===== src/fpd_pkg.sv =====
// Shared types and constants for the frame pixel difference block.
package fpd_pkg;

    localparam int COUNT_BITS   = 24;
    localparam int PIX_W        = 8;
    localparam int OUT_COUNT_W  = 24;
    localparam int CFG_IDX_W    = 2;
    localparam int CFG_DATA_W   = 8;
    localparam int SUM_W        = PIX_W + 2;

    localparam logic [PIX_W-1:0]      PIX_MAX   = '1;
    localparam logic [COUNT_BITS-1:0] COUNT_MAX = '1;

    localparam logic [CFG_IDX_W-1:0] REG_DIFF_MODE    = 2'd0;
    localparam logic [CFG_IDX_W-1:0] REG_COMP_SELECT  = 2'd1;
    localparam logic [CFG_IDX_W-1:0] REG_THRESHOLD    = 2'd2;
    localparam logic [CFG_IDX_W-1:0] REG_SINGLE_PLANE = 2'd3;

    localparam logic [1:0] SEL_ALL = 2'd0;
    localparam logic [1:0] SEL_C0  = 2'd1;
    localparam logic [1:0] SEL_C1  = 2'd2;
    localparam logic [1:0] SEL_C2  = 2'd3;

    typedef struct packed {
        logic             diff_mode;
        logic [1:0]       comp_select;
        logic [PIX_W-1:0] threshold;
        logic             single_plane;
    } t_cfg;

    typedef struct packed {
        logic [PIX_W-1:0] first_c0;
        logic [PIX_W-1:0] first_c1;
        logic [PIX_W-1:0] first_c2;
        logic [PIX_W-1:0] second_c0;
        logic [PIX_W-1:0] second_c1;
        logic [PIX_W-1:0] second_c2;
        logic             frame_end;
    } t_pixel_pair;

endpackage


===== src/fpd_cfg_regs.sv =====
// Configuration register file for the frame pixel difference block.
module fpd_cfg_regs
    import fpd_pkg::*;
(
    input  logic                  i_clk,
    input  logic                  i_rst_n,
    input  logic                  i_cfg_we,
    input  logic [CFG_IDX_W-1:0]  i_cfg_idx,
    input  logic [CFG_DATA_W-1:0] i_cfg_data,
    output t_cfg                  o_cfg
);

    t_cfg r_cfg;

    always_ff @(posedge i_clk) begin
        if (!i_rst_n) begin
            r_cfg <= '0;
        end else if (i_cfg_we) begin
            case (i_cfg_idx)
                REG_DIFF_MODE:    r_cfg.diff_mode    <= i_cfg_data[0];
                REG_COMP_SELECT:  r_cfg.comp_select  <= i_cfg_data[1:0];
                REG_THRESHOLD:    r_cfg.threshold    <= i_cfg_data[PIX_W-1:0];
                REG_SINGLE_PLANE: r_cfg.single_plane <= i_cfg_data[0];
                default: ;
            endcase
        end
    end

    assign o_cfg = r_cfg;

endmodule


===== src/fpd_diff.sv =====
// Per-pixel difference logic: absolute differences, sum or threshold test.
module fpd_diff
    import fpd_pkg::*;
(
    input  t_cfg             i_cfg,
    input  t_pixel_pair      i_pix,
    output logic [PIX_W-1:0] o_result
);

    logic [PIX_W-1:0] d0, d1, d2;
    logic [2:0]       use_c;
    logic [SUM_W-1:0] sum;
    logic             any_over;

    function automatic logic [PIX_W-1:0] abs_diff(input logic [PIX_W-1:0] a,
                                                  input logic [PIX_W-1:0] b);
        return (a >= b) ? (a - b) : (b - a);
    endfunction

    always_comb begin
        d0 = abs_diff(i_pix.first_c0, i_pix.second_c0);
        d1 = abs_diff(i_pix.first_c1, i_pix.second_c1);
        d2 = abs_diff(i_pix.first_c2, i_pix.second_c2);

        if (i_cfg.single_plane) begin
            use_c = 3'b001;
        end else begin
            case (i_cfg.comp_select)
                SEL_ALL: use_c = 3'b111;
                SEL_C0:  use_c = 3'b001;
                SEL_C1:  use_c = 3'b010;
                SEL_C2:  use_c = 3'b100;
                default: use_c = 3'b111;
            endcase
        end

        sum = (use_c[0] ? SUM_W'(d0) : '0)
            + (use_c[1] ? SUM_W'(d1) : '0)
            + (use_c[2] ? SUM_W'(d2) : '0);

        any_over = (use_c[0] && d0 > i_cfg.threshold)
                || (use_c[1] && d1 > i_cfg.threshold)
                || (use_c[2] && d2 > i_cfg.threshold);

        if (i_cfg.diff_mode) begin
            o_result = any_over ? PIX_MAX : '0;
        end else begin
            o_result = (sum > SUM_W'(PIX_MAX)) ? PIX_MAX : sum[PIX_W-1:0];
        end
    end

endmodule


===== src/frame_pixel_difference.sv =====
// Top level of the frame pixel difference block: pipeline, counter, checks.
//
// One pixel pair enters per clock and its difference pixel leaves through an
// input register and a result register; a new request is taken every cycle
// unless i_stall holds a result in the output register while the input
// register is also full. The difference and threshold logic sits between
// the two registers, and the running count of nonzero results is updated
// when a result is loaded, cleared after the frame-end pixel. Configuration
// takes effect on the next request only if the user writes it while the block is idle; the block does not check this.
module frame_pixel_difference
    import fpd_pkg::*;
(
    input  logic                   i_clk,
    input  logic                   i_rst_n,
    input  logic                   i_cfg_we,
    input  logic [CFG_IDX_W-1:0]   i_cfg_idx,
    input  logic [CFG_DATA_W-1:0]  i_cfg_data,
    input  logic                   i_valid,
    output logic                   o_stall,
    input  logic [PIX_W-1:0]       i_first_c0,
    input  logic [PIX_W-1:0]       i_first_c1,
    input  logic [PIX_W-1:0]       i_first_c2,
    input  logic [PIX_W-1:0]       i_second_c0,
    input  logic [PIX_W-1:0]       i_second_c1,
    input  logic [PIX_W-1:0]       i_second_c2,
    input  logic                   i_frame_end,
    output logic                   o_valid,
    input  logic                   i_stall,
    output logic [PIX_W-1:0]       o_pixel_result,
    output logic [OUT_COUNT_W-1:0] o_differing_count,
    output logic                   o_frame_done
);

    t_cfg              cfg;
    t_pixel_pair       r_pix;
    logic              r_v1;
    logic              r_v2;
    logic [PIX_W-1:0]  r_result;
    logic [OUT_COUNT_W-1:0] r_out_count;
    logic              r_frame_done;
    logic [COUNT_BITS-1:0] r_count;
    logic [COUNT_BITS-1:0] n_count;
    logic [PIX_W-1:0]  w_result;
    logic [31:0]       w_count_ext;
    logic              en1, en2;

    fpd_cfg_regs u_cfg (
        .i_clk      (i_clk),
        .i_rst_n    (i_rst_n),
        .i_cfg_we   (i_cfg_we),
        .i_cfg_idx  (i_cfg_idx),
        .i_cfg_data (i_cfg_data),
        .o_cfg      (cfg)
    );

    fpd_diff u_diff (
        .i_cfg    (cfg),
        .i_pix    (r_pix),
        .o_result (w_result)
    );

    assign en2     = !r_v2 || !i_stall;
    assign en1     = !r_v1 || en2;
    assign o_stall = !en1;

    always_comb begin
        n_count = r_count;
        if (w_result != '0 && r_count != COUNT_MAX) begin
            n_count = r_count + 1'b1;
        end
        w_count_ext = 32'(n_count);
    end

    always_ff @(posedge i_clk) begin
        if (!i_rst_n) begin
            r_v1    <= 1'b0;
            r_v2    <= 1'b0;
            r_count <= '0;
        end else begin
            if (en1) begin
                r_v1 <= i_valid;
            end
            if (en2) begin
                r_v2 <= r_v1;
                if (r_v1) begin
                    // count clears after the frame-end pixel's result is taken
                    r_count <= r_pix.frame_end ? '0 : n_count;
                end
            end
        end
    end

    always_ff @(posedge i_clk) begin
        if (en1 && i_valid) begin
            r_pix <= '{first_c0:  i_first_c0,  first_c1:  i_first_c1,
                       first_c2:  i_first_c2,  second_c0: i_second_c0,
                       second_c1: i_second_c1, second_c2: i_second_c2,
                       frame_end: i_frame_end};
        end
        if (en2 && r_v1) begin
            r_result     <= w_result;
            r_out_count  <= w_count_ext[OUT_COUNT_W-1:0];
            r_frame_done <= r_pix.frame_end;
        end
    end

    assign o_valid           = r_v2;
    assign o_pixel_result    = r_result;
    assign o_differing_count = r_out_count;
    assign o_frame_done      = r_frame_done;

    a_stall_only_when_full: assert property (@(posedge i_clk) disable iff (!i_rst_n)
        o_stall |-> (r_v1 && r_v2))
        else $error("input stalled while pipeline has room");

    a_count_cleared_after_frame: assert property (@(posedge i_clk) disable iff (!i_rst_n)
        (r_v2 && o_frame_done) |-> (r_count == '0))
        else $error("running count not cleared after frame end");

    a_count_increments: assert property (@(posedge i_clk) disable iff (!i_rst_n)
        (en2 && r_v1 && w_result != '0 && !r_pix.frame_end && r_count != COUNT_MAX)
        |=> (r_count == $past(r_count) + 1'b1))
        else $error("running count missed a nonzero result");

    a_count_matches_output: assert property (@(posedge i_clk) disable iff (!i_rst_n)
        (en2 && r_v1) |=> (o_differing_count == $past(w_count_ext[OUT_COUNT_W-1:0])))
        else $error("output count does not match loaded count");

endmodule

===== config.mk =====
export PLATFORM = sky130hd
export DESIGN_NAME = frame_pixel_difference
export DESIGN_NICKNAME = d
export VERILOG_FILES = /design/src/fpd_pkg.sv /design/src/fpd_cfg_regs.sv /design/src/fpd_diff.sv /design/src/frame_pixel_difference.sv
export SDC_FILE = /design/constraint.sdc
export NUM_CORES = 1
export LEC_CHECK = 0
export BUFFER_PORTS_ARGS = -buffer_cell sky130_fd_sc_hd__buf_2
export CAP_MARGIN = 40
export CORE_ASPECT_RATIO = 1.5
export CORE_MARGIN = 2
export CORE_UTILIZATION = 45
export CTS_CLUSTER_DIAMETER = 60
export DETAILED_ROUTE_END_ITERATION = 10
export GPL_TIMING_DRIVEN = 1
export PLACE_DENSITY_LB_ADDON = 0.3
export SETUP_SLACK_MARGIN = 0.1
export SLEW_MARGIN = 20
export SYNTH_ARGS = -nofsm -noshare
export SYNTH_HDL_FRONTEND = slang
export SYNTH_SLANG_ARGS = --single-unit

===== constraint.sdc =====
create_clock -name i_clk -period 12.6 [get_ports i_clk]
set_input_delay 1.26 -clock i_clk [delete_from_list [all_inputs] [get_ports i_clk]]
set_output_delay 1.26 -clock i_clk [all_outputs]
set_load 0.03 [all_outputs]

**Yosys cells after proc, flatten, opt, wreduce, memory -nomap -nowiden**

Index checks and enable logic that the tools add are counted.

- Register bits: 120
- Logic and storage cells: 75

- Add/sub/neg operators: 9
- Magnitude comparators: 7
- Reduce and logical (&&, ||, !) cells: 22
- Multiplexer cells: 13
- Equality and inequality tests: 7

Operators by type and width:

| kind | count |
|---|---|
| $mux 8 | 9 |
| $mux 24 | 2 |
| $sub 8x8->8 | 6 |
| $add 24x1->24 const B | 1 |
| $ge 8x8->1 | 3 |
| $gt 8x8->1 | 3 |
| $ne 24x24->1 const B | 1 |
| $add 10x10->10 | 2 |
| $pmux 3 s4 | 1 |
| $gt 10x8->1 const B | 1 |
| $reduce_and 2->1 | 5 |
| $eq 2x2->1 const B | 4 |
| $reduce_bool 8->1 | 1 |
| $logic_and 1x1->1 | 6 |
| $eq 2x1->1 const B | 2 |
| $logic_not 1->1 | 4 |
| $logic_not 2->1 | 2 |
| $logic_or 1x1->1 | 4 |
| $mux 3 | 1 |

**Longest topological paths before layout**

Gate-level depths: netlist (run 1).

- Word-level depth: 13
- Gate-level depth with buffers: 25

**Modules after synthesis**

From an unflattened synthesis (run 1), not the netlist that was laid out.

- Cells, all modules: 799
- Area, all modules: 8000.2 um^2

Modules (own cells, without submodules):

| module | cells an instance | instances | sequential area each (um^2) | area an instance (um^2) |
|---|---|---|---|---|
| frame_pixel_difference | 321 | 1 | 2982.9 | 4325.4 |
| fpd_diff | 427 | 1 | 0.0 | 3189.3 |
| fpd_cfg_regs | 51 | 1 | 240.2 | 485.5 |

**Worst setup path after synthesis (run 1)**

OpenSTA, ideal clock, no wires.

- Path type: register -> register
- Start: reg r_pix[25] (netlist bit)
- End: reg r_out_count[17], in the netlist o_differing_count[17], data pin
- Stages on the path, launching flop included: 24
- Period minus slack after synthesis: 5.610 ns
- Slack: 6.990 ns
- Setup time: 0.265 ns
- Data arrival time: 5.345 ns
- Path through: edfxtp_1 > inv_1 > ha_1 > inv_1 > fa_1 > a21o_1 > a2111o_1 > and2_4 > a31oi_4 > mux2_2 > and2_1 > fa_1 > ha_1 > fa_1 > a21o_1 > or4b_1 > mux2i_1 > o2bb2ai_2 > nand4_4 > nand4_1 > buf_4 > buf_4 > nor2_1 > xor2_1

- Longest elaborated chain between the ends: 10
- Elaborated cells on any way between the ends: 16

Ends and longest elaborated chain:

| item | line | text |
|---|---|---|
| from (decl) | frame_pixel_difference.sv:35 | `t_pixel_pair r_pix;` |
| from (signal assigned) | frame_pixel_difference.sv:95 | `r_pix <= '{first_c0: i_first_c0, first_c1: i_first_c1,` |
| $sub 8x8->8 or $ge 8x8->1 (tied branches) | fpd_diff.sv:17 | `return (a >= b) ? (a - b) : (b - a);` |
| $mux 8 * | fpd_diff.sv:17 |  |
| $mux 8 or $gt 8x8->1 (tied branches) | fpd_diff.sv:39, fpd_diff.sv:43 |  |
| $add 10x10->10 or $logic_and 1x1->1 (tied branches) | fpd_diff.sv:39, fpd_diff.sv:43 |  |
| $gt 10x8->1 or $logic_or 1x1->1 (tied branches) | fpd_diff.sv:48, fpd_diff.sv:43 |  |
| $mux 8, on equally long branches | fpd_diff.sv:48, fpd_diff.sv:46 |  |
| $mux 8 * | fpd_diff.sv:45 | `if (i_cfg.diff_mode) begin` |
| $reduce_bool 8->1 * | frame_pixel_difference.sv:68 | `if (w_result != '0 && r_count != COUNT_MAX) begin` |
| $logic_and 1x1->1 * | frame_pixel_difference.sv:68 |  |
| $mux 24 * | frame_pixel_difference.sv:68 |  |
| via n_count[17] | frame_pixel_difference.sv:42 | `logic [COUNT_BITS-1:0] n_count;` |
| to (signal assigned) | frame_pixel_difference.sv:102 | `r_out_count <= w_count_ext[OUT_COUNT_W-1:0];` |
| to (decl) | frame_pixel_difference.sv:39 | `logic [OUT_COUNT_W-1:0] r_out_count;` |

Mark *: on every way through the listed nets, which the timed path passes. The rest lies on a longest branch.
A chain may end at the register's enable or synchronous reset.

**Worst setup path in the final report (run 1)**

- Start: reg r_pix[25] (netlist bit)
- End: reg r_out_count[23], in the netlist o_differing_count[23], data pin

Same word-level chain as after synthesis.

==> out/summary.txt, run 1 <==
SYNTHESIS
------------------------------------------------------------------------------
Total of flip-flops plus latches after synthesis                           120
Cells after synthesis                                                      816
Number of enable flip-flop cells after synthesis                            82
Count of distinct cell types in the synthesized netlist                     78
Primary FF master, synth                                          sky130_fd_sc_hd__edfxtp_1
Sequential fraction of the synthesis area                               0.3942
Yosys warns                                                                  0
Post-synth net total                                                       975
Async SR Flop Fraction                                                       0
Synth Area per Inst                                                10.02 sq um
Post-synthesis instance area                                        8175 sq um

STA
------------------------------------------------------------------------------
Count of final max-slew check failures                                       0
Hold slack                                                            492.5 ps
Final hold violation count                                                   0
RSZ-0062 raised after global routing                                     false
Tightest Pin Transition                                               755.0 ps
Rel. slew slack                                                         0.4961
Skew final                                                            13.35 ps
Final setup viols                                                            0
Setup tns final                                                           0 ps
Period utilization                                                      0.4943
Peak Freq                                                            160.6 MHz
Crit path time final                                                   6228 ps

JOB
------------------------------------------------------------------------------
Max-capacitance violation count                                              0

CRITICAL PATH
------------------------------------------------------------------------------
Crit. Startpoint                                                  r_pix[25]$_DFFE_PP_
Reg-to-reg endpoint                                               o_differing_count[23]$_DFFE_PP_
R2R cell count                                                              23
Crit Path Class                                                     reg -> reg
Data required time of the critical path                               12770 ps
Stages on the worst setup path                                              23
Critical path's largest stage delay                                     490 ps
Cells along the critical path                                     inv_1 -> ha_1 -> inv_1 -> fa_1 -> a21o_1 -> a2111o_1 -> and2_4 -> a31oi_4 -> a221o_1 -> a2bb2oi_1 -> a2111o_1 -> o21ai_0 -> fa_1 -> ha_1 -> nor3b_1 -> a31oi_1 -> o21ai_0 -> a311oi_1 -> nand4_4 -> nand4_1 -> buf_6 -> nor3_1 -> xor2_1
FF-to-FF setup slack                                                   6370 ps
Kind of cell adding the most delay to the critical path           compound AO/OA/AOI/OAI gates
Critical path peak fanout                                                   12
Worst path slowest cell                                           sky130_fd_sc_hd__a311oi_1
Setup crit end                                                    o_differing_count[23]$_DFFE_PP_
Critical path startpoint category                                         flop
Sort of element at the end of the critical path                           flop
Arr. time, crit path                                                   6400 ps
RR Startpoint                                                     r_pix[25]$_DFFE_PP_
Critical path buffer and inverter count                                      3

GRT
------------------------------------------------------------------------------
Global route total overflow                                                  0
Wire length of the first global-routing pass                          30.15 mm
Via count of the first global-routing pass                                6287
Maximum number of pins on one net before global-route repair                50
Antenna violations before repair                                             0
Overall fraction of global-route tracks in use                          0.1998

PWR
------------------------------------------------------------------------------
Peak supply drop                                                   0.0001074 V
Sw frac                                                                 0.3416
Cell area power density                                           160.3 nW/um^2
Sequential share of power                                                0.307
P_leak                                                                4.165 nW
Internal power summed over all cells                                  1.008 mW
Switching power total                                                0.5229 mW
Part of the power in combinational logic                                 0.342
Part of the total power dissipated in the clock network                  0.350

CTS
------------------------------------------------------------------------------
CTS tree                                                                   yes
Clock-pin slew on the worst setup and hold paths                         60 ps
Resized Gates After CTS                                                      0
Clock insertion delay at the later pin of the skew report               430 ps
Hold-fix buffers, CTS                                                        0
Htree depth                                                                  4
Largest buffer count on any clock path                                       2
Clock sinks                                                                120
Post-CTS Setup Repair Bufs                                                   0
Cts bufs inserted                                                           17
Root buf cell                                                     sky130_fd_sc_hd__clkbuf_16

PLACE
------------------------------------------------------------------------------
DP Wirelength                                                         14.22 mm
Final weighted congestion in routability-driven placement               0.9212
Number of buffers inserted by port buffering                                98

FLOORPLAN
------------------------------------------------------------------------------
Core Area                                                          17870 sq um
Die extent in y                                                       169.1 um
Die span in x                                                         114.1 um
Die footprint                                                      19280 sq um
Initial Utilization                                                     0.4576
Number of cell rows                                                         60
# IOs                                                                       99

CELLS AND AREA
------------------------------------------------------------------------------
# diodes                                                                     0
Fin nets                                                                  1077
Share of layout cells above drive strength 1                            0.1729
Area growth, synth to finish                                            16.77%

ROUTING
------------------------------------------------------------------------------
Number of nets with antenna violations after routing                         0
DR iter-0 viols                                                            331
Via count of the routed design                                            6279
Detail-routed via count per cell                                         5.470
Number of detailed-routing iterations run before antenna repair              6
Per-cell routed wire length                                           16.37 um
DRT Wirelength                                                        18.80 mm
DRC violation count after routing                                            0

HOLD PATH
------------------------------------------------------------------------------
HP Class                                                            reg -> reg

RUN STATUS
------------------------------------------------------------------------------
Outcome                                                           finished, final reports clean

## sequential cells by signal, summed over array words and instances, names as in the netlist
signal / flops
r_pix: 49
o_differing_count: 24
r_count: 24
u_cfg.o_cfg: 12
o_pixel_result: 8
o_frame_done: 1
o_valid: 1
r_v1: 1
## how the worst min path moves through the flow
stage	startpoint	to	slack (ps)	depth (start not counted)
global placement	u_cfg.o_cfg[3]$_SDFFE_PN0P_	u_cfg.o_cfg[3]$_SDFFE_PN0P_	470	2
detailed placement	r_count[19]$_SDFFE_PN0P_	r_count[19]$_SDFFE_PN0P_	480	1
finish	r_count[19]$_SDFFE_PN0P_	r_count[19]$_SDFFE_PN0P_	490	1
global route	r_count[19]$_SDFFE_PN0P_	r_count[19]$_SDFFE_PN0P_	510	1
CTS	r_count[19]$_SDFFE_PN0P_	r_count[19]$_SDFFE_PN0P_	490	1
floorplan	r_pix[0]$_DFFE_PP_	o_frame_done$_DFFE_PP_	420	0
## routing by layer
layer  routed length (um)  share of wire  GRT usage
met2                10250           0.55     0.3781
met4                  411          0.022    0.07953
met5                    0              0          0
met3                  831          0.044    0.05120
met1                 7300           0.39     0.2063
## synth_stat cells, types with 3 or more instances
| cell | instances | share of area |
|---|---|---|
| sky130_fd_sc_hd__a211oi_1 | 3 | 0.0028 |
| sky130_fd_sc_hd__clkbuf_1 | 15 | 0.0069 |
| sky130_fd_sc_hd__a21o_1 | 15 | 0.014 |
| sky130_fd_sc_hd__a221o_1 | 3 | 0.0037 |
| sky130_fd_sc_hd__or4_1 | 10 | 0.0092 |
| sky130_fd_sc_hd__xnor2_1 | 29 | 0.031 |
| sky130_fd_sc_hd__nor2b_1 | 14 | 0.011 |
| sky130_fd_sc_hd__and3_1 | 7 | 0.0054 |
| sky130_fd_sc_hd__inv_1 | 92 | 0.042 |
| sky130_fd_sc_hd__nor3b_1 | 4 | 0.0037 |
| sky130_fd_sc_hd__mux2i_1 | 23 | 0.028 |
| sky130_fd_sc_hd__o21ai_0 | 20 | 0.012 |
| sky130_fd_sc_hd__o21bai_1 | 7 | 0.0064 |
| sky130_fd_sc_hd__edfxtp_1 | 82 | 0.30 |
| sky130_fd_sc_hd__nand3b_1 | 4 | 0.0037 |
| sky130_fd_sc_hd__or3_1 | 4 | 0.0031 |
| sky130_fd_sc_hd__a21boi_0 | 10 | 0.0092 |
| sky130_fd_sc_hd__buf_4 | 3 | 0.0028 |
| sky130_fd_sc_hd__a31oi_1 | 9 | 0.0069 |
| sky130_fd_sc_hd__nor4_1 | 7 | 0.0054 |
| sky130_fd_sc_hd__and2_1 | 11 | 0.0084 |
| sky130_fd_sc_hd__o211a_1 | 3 | 0.0037 |
| sky130_fd_sc_hd__a211o_1 | 3 | 0.0032 |
| sky130_fd_sc_hd__nor3_1 | 16 | 0.0098 |
| sky130_fd_sc_hd__nor2_1 | 47 | 0.022 |
| sky130_fd_sc_hd__a21oi_1 | 38 | 0.023 |
| sky130_fd_sc_hd__and4_1 | 4 | 0.0043 |
| sky130_fd_sc_hd__nand3_1 | 22 | 0.013 |
| sky130_fd_sc_hd__o31ai_1 | 6 | 0.0055 |
| sky130_fd_sc_hd__xor2_1 | 15 | 0.016 |
| sky130_fd_sc_hd__a41oi_1 | 3 | 0.0032 |
| sky130_fd_sc_hd__nand2b_1 | 7 | 0.0054 |
| sky130_fd_sc_hd__o21a_1 | 3 | 0.0028 |
| sky130_fd_sc_hd__dfxtp_1 | 38 | 0.093 |
| sky130_fd_sc_hd__fa_1 | 15 | 0.037 |
| sky130_fd_sc_hd__mux2_2 | 6 | 0.0083 |
| sky130_fd_sc_hd__ha_1 | 80 | 0.12 |
| sky130_fd_sc_hd__nand2_1 | 63 | 0.029 |
| sky130_fd_sc_hd__o211ai_1 | 12 | 0.011 |
| sky130_fd_sc_hd__nand4_1 | 12 | 0.0092 |
## stage by stage
| step | total power [mW] | cells | cell area, sq um | util | setup WS, ps |
|---|---|---|---|---|---|
| after floorplan | 0.8763 | 816 | 8175 | - | 6990 |
| after global placement | 0.9914 | 1112 | 8857 | 0.4957 | 6358 |
| final | 1.531 | 1148 | 9547 | 0.5343 | 6372 |
| after CTS | 1.540 | 1146 | 9508 | 0.5321 | 6160 |
| after detailed placement | 0.9958 | 1114 | 8870 | 0.4964 | 6254 |
| after global routing | 1.622 | 1148 | 9547 | 0.5343 | 5915 |
## kinds of logic after synthesis
logic type,share of synthesized area
buffers and inverters,0.05617
and+or+nand+nor,0.1610
DFF,0.3942
adders and majority gates,0.1592
muxes,0.03780
xor gates and xnor gates,0.04714
AOI/OAI and AO/OA,0.1445
## final cells by class
type	count	area (sq um)
clock buffers	17	425.4
clock inverters	15	212.7
fillers	1590	8320
inverters	93	349.1
multi-input cells	581	4501
flip-flops and latches	120	3223
well taps	217	271.5
repair buffers	105	564.3
## cell usage in the layout, fill, tap and decap left out, types with 4 or more instances in the layout
cell / count
sky130_fd_sc_hd__a21boi_0: 10
sky130_fd_sc_hd__a21o_1: 15
sky130_fd_sc_hd__a21oi_1: 38
sky130_fd_sc_hd__a31oi_1: 9
sky130_fd_sc_hd__and2_1: 11
sky130_fd_sc_hd__and3_1: 7
sky130_fd_sc_hd__and4_1: 4
sky130_fd_sc_hd__buf_2: 99
sky130_fd_sc_hd__buf_4: 4
sky130_fd_sc_hd__bufinv_16: 4
sky130_fd_sc_hd__clkbuf_16: 17
sky130_fd_sc_hd__dfxtp_1: 38
sky130_fd_sc_hd__edfxtp_1: 82
sky130_fd_sc_hd__fa_1: 15
sky130_fd_sc_hd__ha_1: 80
sky130_fd_sc_hd__inv_1: 92
sky130_fd_sc_hd__inv_6: 6
sky130_fd_sc_hd__mux2_2: 6
sky130_fd_sc_hd__mux2i_1: 23
sky130_fd_sc_hd__nand2_1: 63
sky130_fd_sc_hd__nand2b_1: 7
sky130_fd_sc_hd__nand3_1: 22
sky130_fd_sc_hd__nand3b_1: 4
sky130_fd_sc_hd__nand4_1: 12
sky130_fd_sc_hd__nor2_1: 47
sky130_fd_sc_hd__nor2b_1: 13
sky130_fd_sc_hd__nor3_1: 16
sky130_fd_sc_hd__nor3b_1: 4
sky130_fd_sc_hd__nor4_1: 7
sky130_fd_sc_hd__o211ai_1: 12
sky130_fd_sc_hd__o21ai_0: 20
sky130_fd_sc_hd__o21bai_1: 7
sky130_fd_sc_hd__o31ai_1: 6
sky130_fd_sc_hd__or3_1: 4
sky130_fd_sc_hd__or4_1: 10
sky130_fd_sc_hd__xnor2_1: 29
sky130_fd_sc_hd__xor2_1: 15
## power groups by stage
stage | clock network, mW | registers (mW) | logic (mW)
after detailed placement | 0 | 0.479 | 0.516
after CTS | 0.545 | 0.471 | 0.523
after floorplan | 0 | 0.507 | 0.369
final | 0.536 | 0.471 | 0.524
after global routing | 0.558 | 0.474 | 0.590
after global placement | 0 | 0.479 | 0.512
(Power assumes the default switching activity.)
==> run 2: changes to the inputs <==
==> constraint.sdc (replaced) <==
create_clock -name i_clk -period 6.14 [get_ports i_clk]
set_input_delay 0.614 -clock i_clk [delete_from_list [all_inputs] [get_ports i_clk]]
set_output_delay 0.614 -clock i_clk [all_outputs]
set_load 0.03 [all_outputs]
==> run 2 against run 1 <==
Compared with the run above:
- sequential power increased by 110%
- power grew 100%
- hold slack got worse by 130 ps
- utilization is 0.43 points higher
- routed wire length increased by 1.7%
- largest cell class unchanged
- non-clock buffer count is 12 higher
- register-to-register slack lost 6000 ps
- combinational power is 120% higher
- critical endpoint is now o_differing_count[21]$_DFFE_PP_
- setup slack worse by 6000 ps
- design area is 0.80% higher
==> out/summary.txt, run 2 (same netlist as run 1, synthesis figures left out) <==
CELLS AND AREA
------------------------------------------------------------------------------
Fin nets                                                                  1089   +1.1%
Share of layout cells above drive strength 1                            0.1930   +0.02007
# diodes                                                                     0   unchanged
Max FFs per register                                                        49   unchanged
Layout Utilization                                                      0.5386   +0.004271
Most common cell after layout, fill and taps aside                sky130_fd_sc_hd__buf_2
Multi-input gate area in the final layout                           4563 sq um   +1.4%
Reg with most FFs                                                        r_pix
Number of fill cells in the layout                                        1637   +3.0%
Area of all sequential standard cells                               3223 sq um   unchanged
Commonest non-fill, non-tap cells in the layout                   sky130_fd_sc_hd__buf_2, sky130_fd_sc_hd__inv_1, sky130_fd_sc_hd__edfxtp_1
Area growth, synth to finish                                            17.71%

STA
------------------------------------------------------------------------------
Skew final                                                            9.456 ps   -3.891 ps
Final setup viols                                                            0   unchanged
Period utilization                                                      0.9403   +0.4460
Count of final max-slew check failures                                       0   unchanged
Tightest Pin Transition                                               751.1 ps   -3.970 ps
Min setup slack post-route                                            366.4 ps   -6005 ps
Rel. slew slack                                                         0.4987   +0.002649
RSZ-0062 raised after global routing                                      true
Final hold violation count                                                   0   unchanged
Setup tns final                                                           0 ps   unchanged
Crit path time final                                                   5774 ps   -454.7 ps
Peak Freq                                                            173.2 MHz   +7.9%

JOB
------------------------------------------------------------------------------
Max-capacitance violation count                                              0   unchanged

GRT
------------------------------------------------------------------------------
Busiest layer in global routing                                           met2
Met2 routing resource usage after global routing                        0.3820   +0.003882
Via count of the first global-routing pass                                6334   +0.75%
Met1 track demand over resource in global routing                       0.2115   +0.005258
Global route total overflow                                                  0   unchanged
Antenna violations before repair                                             1   +1
Global-route met3 utilization                                          0.05120   unchanged
Wire length of the first global-routing pass                          30.52 mm   +1.2%
Maximum number of pins on one net before global-route repair                50   unchanged
Overall fraction of global-route tracks in use                          0.2022   +0.002409

CTS
------------------------------------------------------------------------------
Htree depth                                                                  4   unchanged
Clock-pin slew on the worst setup and hold paths                         60 ps   about the same
Root buf cell                                                     sky130_fd_sc_hd__clkbuf_16
Clock sinks                                                                120   unchanged
Cts bufs inserted                                                           17   unchanged
CTS tree                                                                   yes
Largest buffer count on any clock path                                       2   unchanged
Clock insertion delay at the later pin of the skew report               420 ps   about the same

FLOORPLAN
------------------------------------------------------------------------------
Initial Utilization                                                     0.4576   unchanged
Die span in x                                                         114.1 um   unchanged
Core Area                                                          17870 sq um   unchanged
Number of cell rows                                                         60   unchanged
Die footprint                                                      19280 sq um   unchanged
# IOs                                                                       99   unchanged
Die extent in y                                                       169.1 um   unchanged

PLACE
------------------------------------------------------------------------------
Worst-case setup slack after placement                                218.5 ps   -6035 ps
DP Wirelength                                                         14.44 mm   +1.5%
Number of buffers inserted by port buffering                                98   unchanged
Final weighted congestion in routability-driven placement               0.8924   -3.1%

CRITICAL PATH
------------------------------------------------------------------------------
Sort of element at the end of the critical path                           flop
Critical path startpoint category                                         flop
Kind of cell adding the most delay to the critical path            adder cells
Worst path slowest cell                                           sky130_fd_sc_hd__fa_1
Critical path's largest stage delay                                     540 ps   +50 ps
Most frequent CP cell                                             sky130_fd_sc_hd__inv_1
Crit Path Class                                                     reg -> reg
Data required time of the critical path                                6300 ps   -6470 ps
Cells along the critical path                                     inv_1 -> ha_1 -> inv_1 -> fa_1 -> a21o_1 -> a21oi_1 -> o211ai_2 -> nand2_4 -> mux2_1 -> a21o_1 -> a41oi_2 -> mux2_2 -> fa_1 -> inv_1 -> ha_1 -> or4b_1 -> mux2i_1 -> o2bb2ai_2 -> nand4_4 -> nand4_1 -> buf_12 -> nor3_1 -> xor2_1
Critical path buffer and inverter count                                      4   +1
Critical path peak fanout                                                   21   +9
Arr. time, crit path                                                   5940 ps   -460 ps

ROUTING
------------------------------------------------------------------------------
Detail-routed via count per cell                                         5.498   +0.53%
DR iter-0 viols                                                            251   -24%
DRC violation count after routing                                            0   unchanged
Number of detailed-routing iterations run before antenna repair              4   -2
Via count of the routed design                                            6378   +1.6%
Number of nets with antenna violations after routing                         0   unchanged
Per-cell routed wire length                                           16.47 um   +0.61%
DRT Wirelength                                                        19.11 mm   +1.7%

PWR
------------------------------------------------------------------------------
Part of the total power dissipated in the clock network                  0.310   -0.040
P_leak                                                                4.212 nW   +1.1%
Internal power summed over all cells                                  1.993 mW   +98%
Peak supply drop                                                   0.0002488 V   +130%
Sequential share of power                                                0.313   +0.006
Switching power total                                                 1.091 mW   +110%
Part of the power in combinational logic                                 0.377   +0.035
Sw frac                                                                 0.3537   +0.01206
Cell area power density                                           320.5 nW/um^2   +100%

RUN STATUS
------------------------------------------------------------------------------
Outcome                                                           finished, final reports clean

HOLD PATH
------------------------------------------------------------------------------
HP Class                                                             in -> reg

[run 2: worst reg2reg max path: stages, from the launching register on]
cell and delay, ps:
sky130_fd_sc_hd__edfxtp_1 390, sky130_fd_sc_hd__inv_1 70, sky130_fd_sc_hd__ha_1 160, sky130_fd_sc_hd__inv_1 60, sky130_fd_sc_hd__fa_1 400, sky130_fd_sc_hd__a21o_1 180, sky130_fd_sc_hd__a21oi_1 200, sky130_fd_sc_hd__o211ai_2 200
sky130_fd_sc_hd__nand2_4 160, sky130_fd_sc_hd__mux2_1 350, sky130_fd_sc_hd__a21o_1 210, sky130_fd_sc_hd__a41oi_2 250, sky130_fd_sc_hd__mux2_2 400, sky130_fd_sc_hd__fa_1 540, sky130_fd_sc_hd__inv_1 40, sky130_fd_sc_hd__ha_1 330
sky130_fd_sc_hd__or4b_1 450, sky130_fd_sc_hd__mux2i_1 180, sky130_fd_sc_hd__o2bb2ai_2 160, sky130_fd_sc_hd__nand4_4 200, sky130_fd_sc_hd__nand4_1 200, sky130_fd_sc_hd__buf_12 180, sky130_fd_sc_hd__nor3_1 70, sky130_fd_sc_hd__xor2_1 160
[run 2: area by class of cell]
class | count | area share
Clock buffer | 18 | 0.04564
Clock inverter | 14 | 0.01261
Tap cell | 217 | 0.02821
Sequential cell | 120 | 0.3349
Multi-Input combinational cell | 581 | 0.4742
Timing Repair Buffer | 117 | 0.06813
Inverter | 93 | 0.03628
[run 2: stage by stage]
stage	hold WS (ps)	instance area, sq um	instances	power, mW
2_1_floorplan	424.4	8175	816	1.798
3_3_place_gp	474.3	8892	1115	2.054
3_5_place_dp	483.7	8905	1117	2.060
4_1_cts	346.9	9465	1149	3.031
5_1_grt	350.4	9623	1160	3.261
6_report	364.1	9623	1160	3.084
[run 2: per-layer routing]
| metal | wire length (um) | vias up |
|---|---|---|
| met3 | 864 | 33 |
| met2 | 10360 | 129 |
| met5 | 13 | - |
| met1 | 7408 | 3044 |
| li1 | - | 3170 |
| met4 | 467 | 2 |
[run 2: worst paths after layout]
path                                                  start                               to  slack, ps  cells after the start
worst max register to register          r_pix[41]$_DFFE_PP_  o_differing_count[21]$_DFFE_PP_        370                     23
worst min-delay path                          i_first_c2[7]              r_pix[32]$_DFFE_PP_        360                      1
worst max-delay path                    r_pix[41]$_DFFE_PP_  o_differing_count[21]$_DFFE_PP_        370                     23
worst min register to register  u_cfg.o_cfg[8]$_SDFFE_PN0P_      u_cfg.o_cfg[8]$_SDFFE_PN0P_        500                      2
[run 2: power by group through the flow]
| stage | combinational, mW | sequential (mW) | clock [mW] |
|---|---|---|---|
| 2_1_floorplan | 0.758 | 1.04 | 0 |
| 3_3_place_gp | 1.07 | 0.983 | 0 |
| 3_5_place_dp | 1.08 | 0.983 | 0 |
| 4_1_cts | 1.09 | 0.967 | 0.978 |
| 5_1_grt | 1.28 | 0.972 | 1.01 |
| 6_report | 1.16 | 0.967 | 0.956 |
[run 2: repair_timing]
item,CTS,global route
setup buffers,0,11
setup endpoints to repair,0,44
hold buffers,0,0
resized for setup,0,14
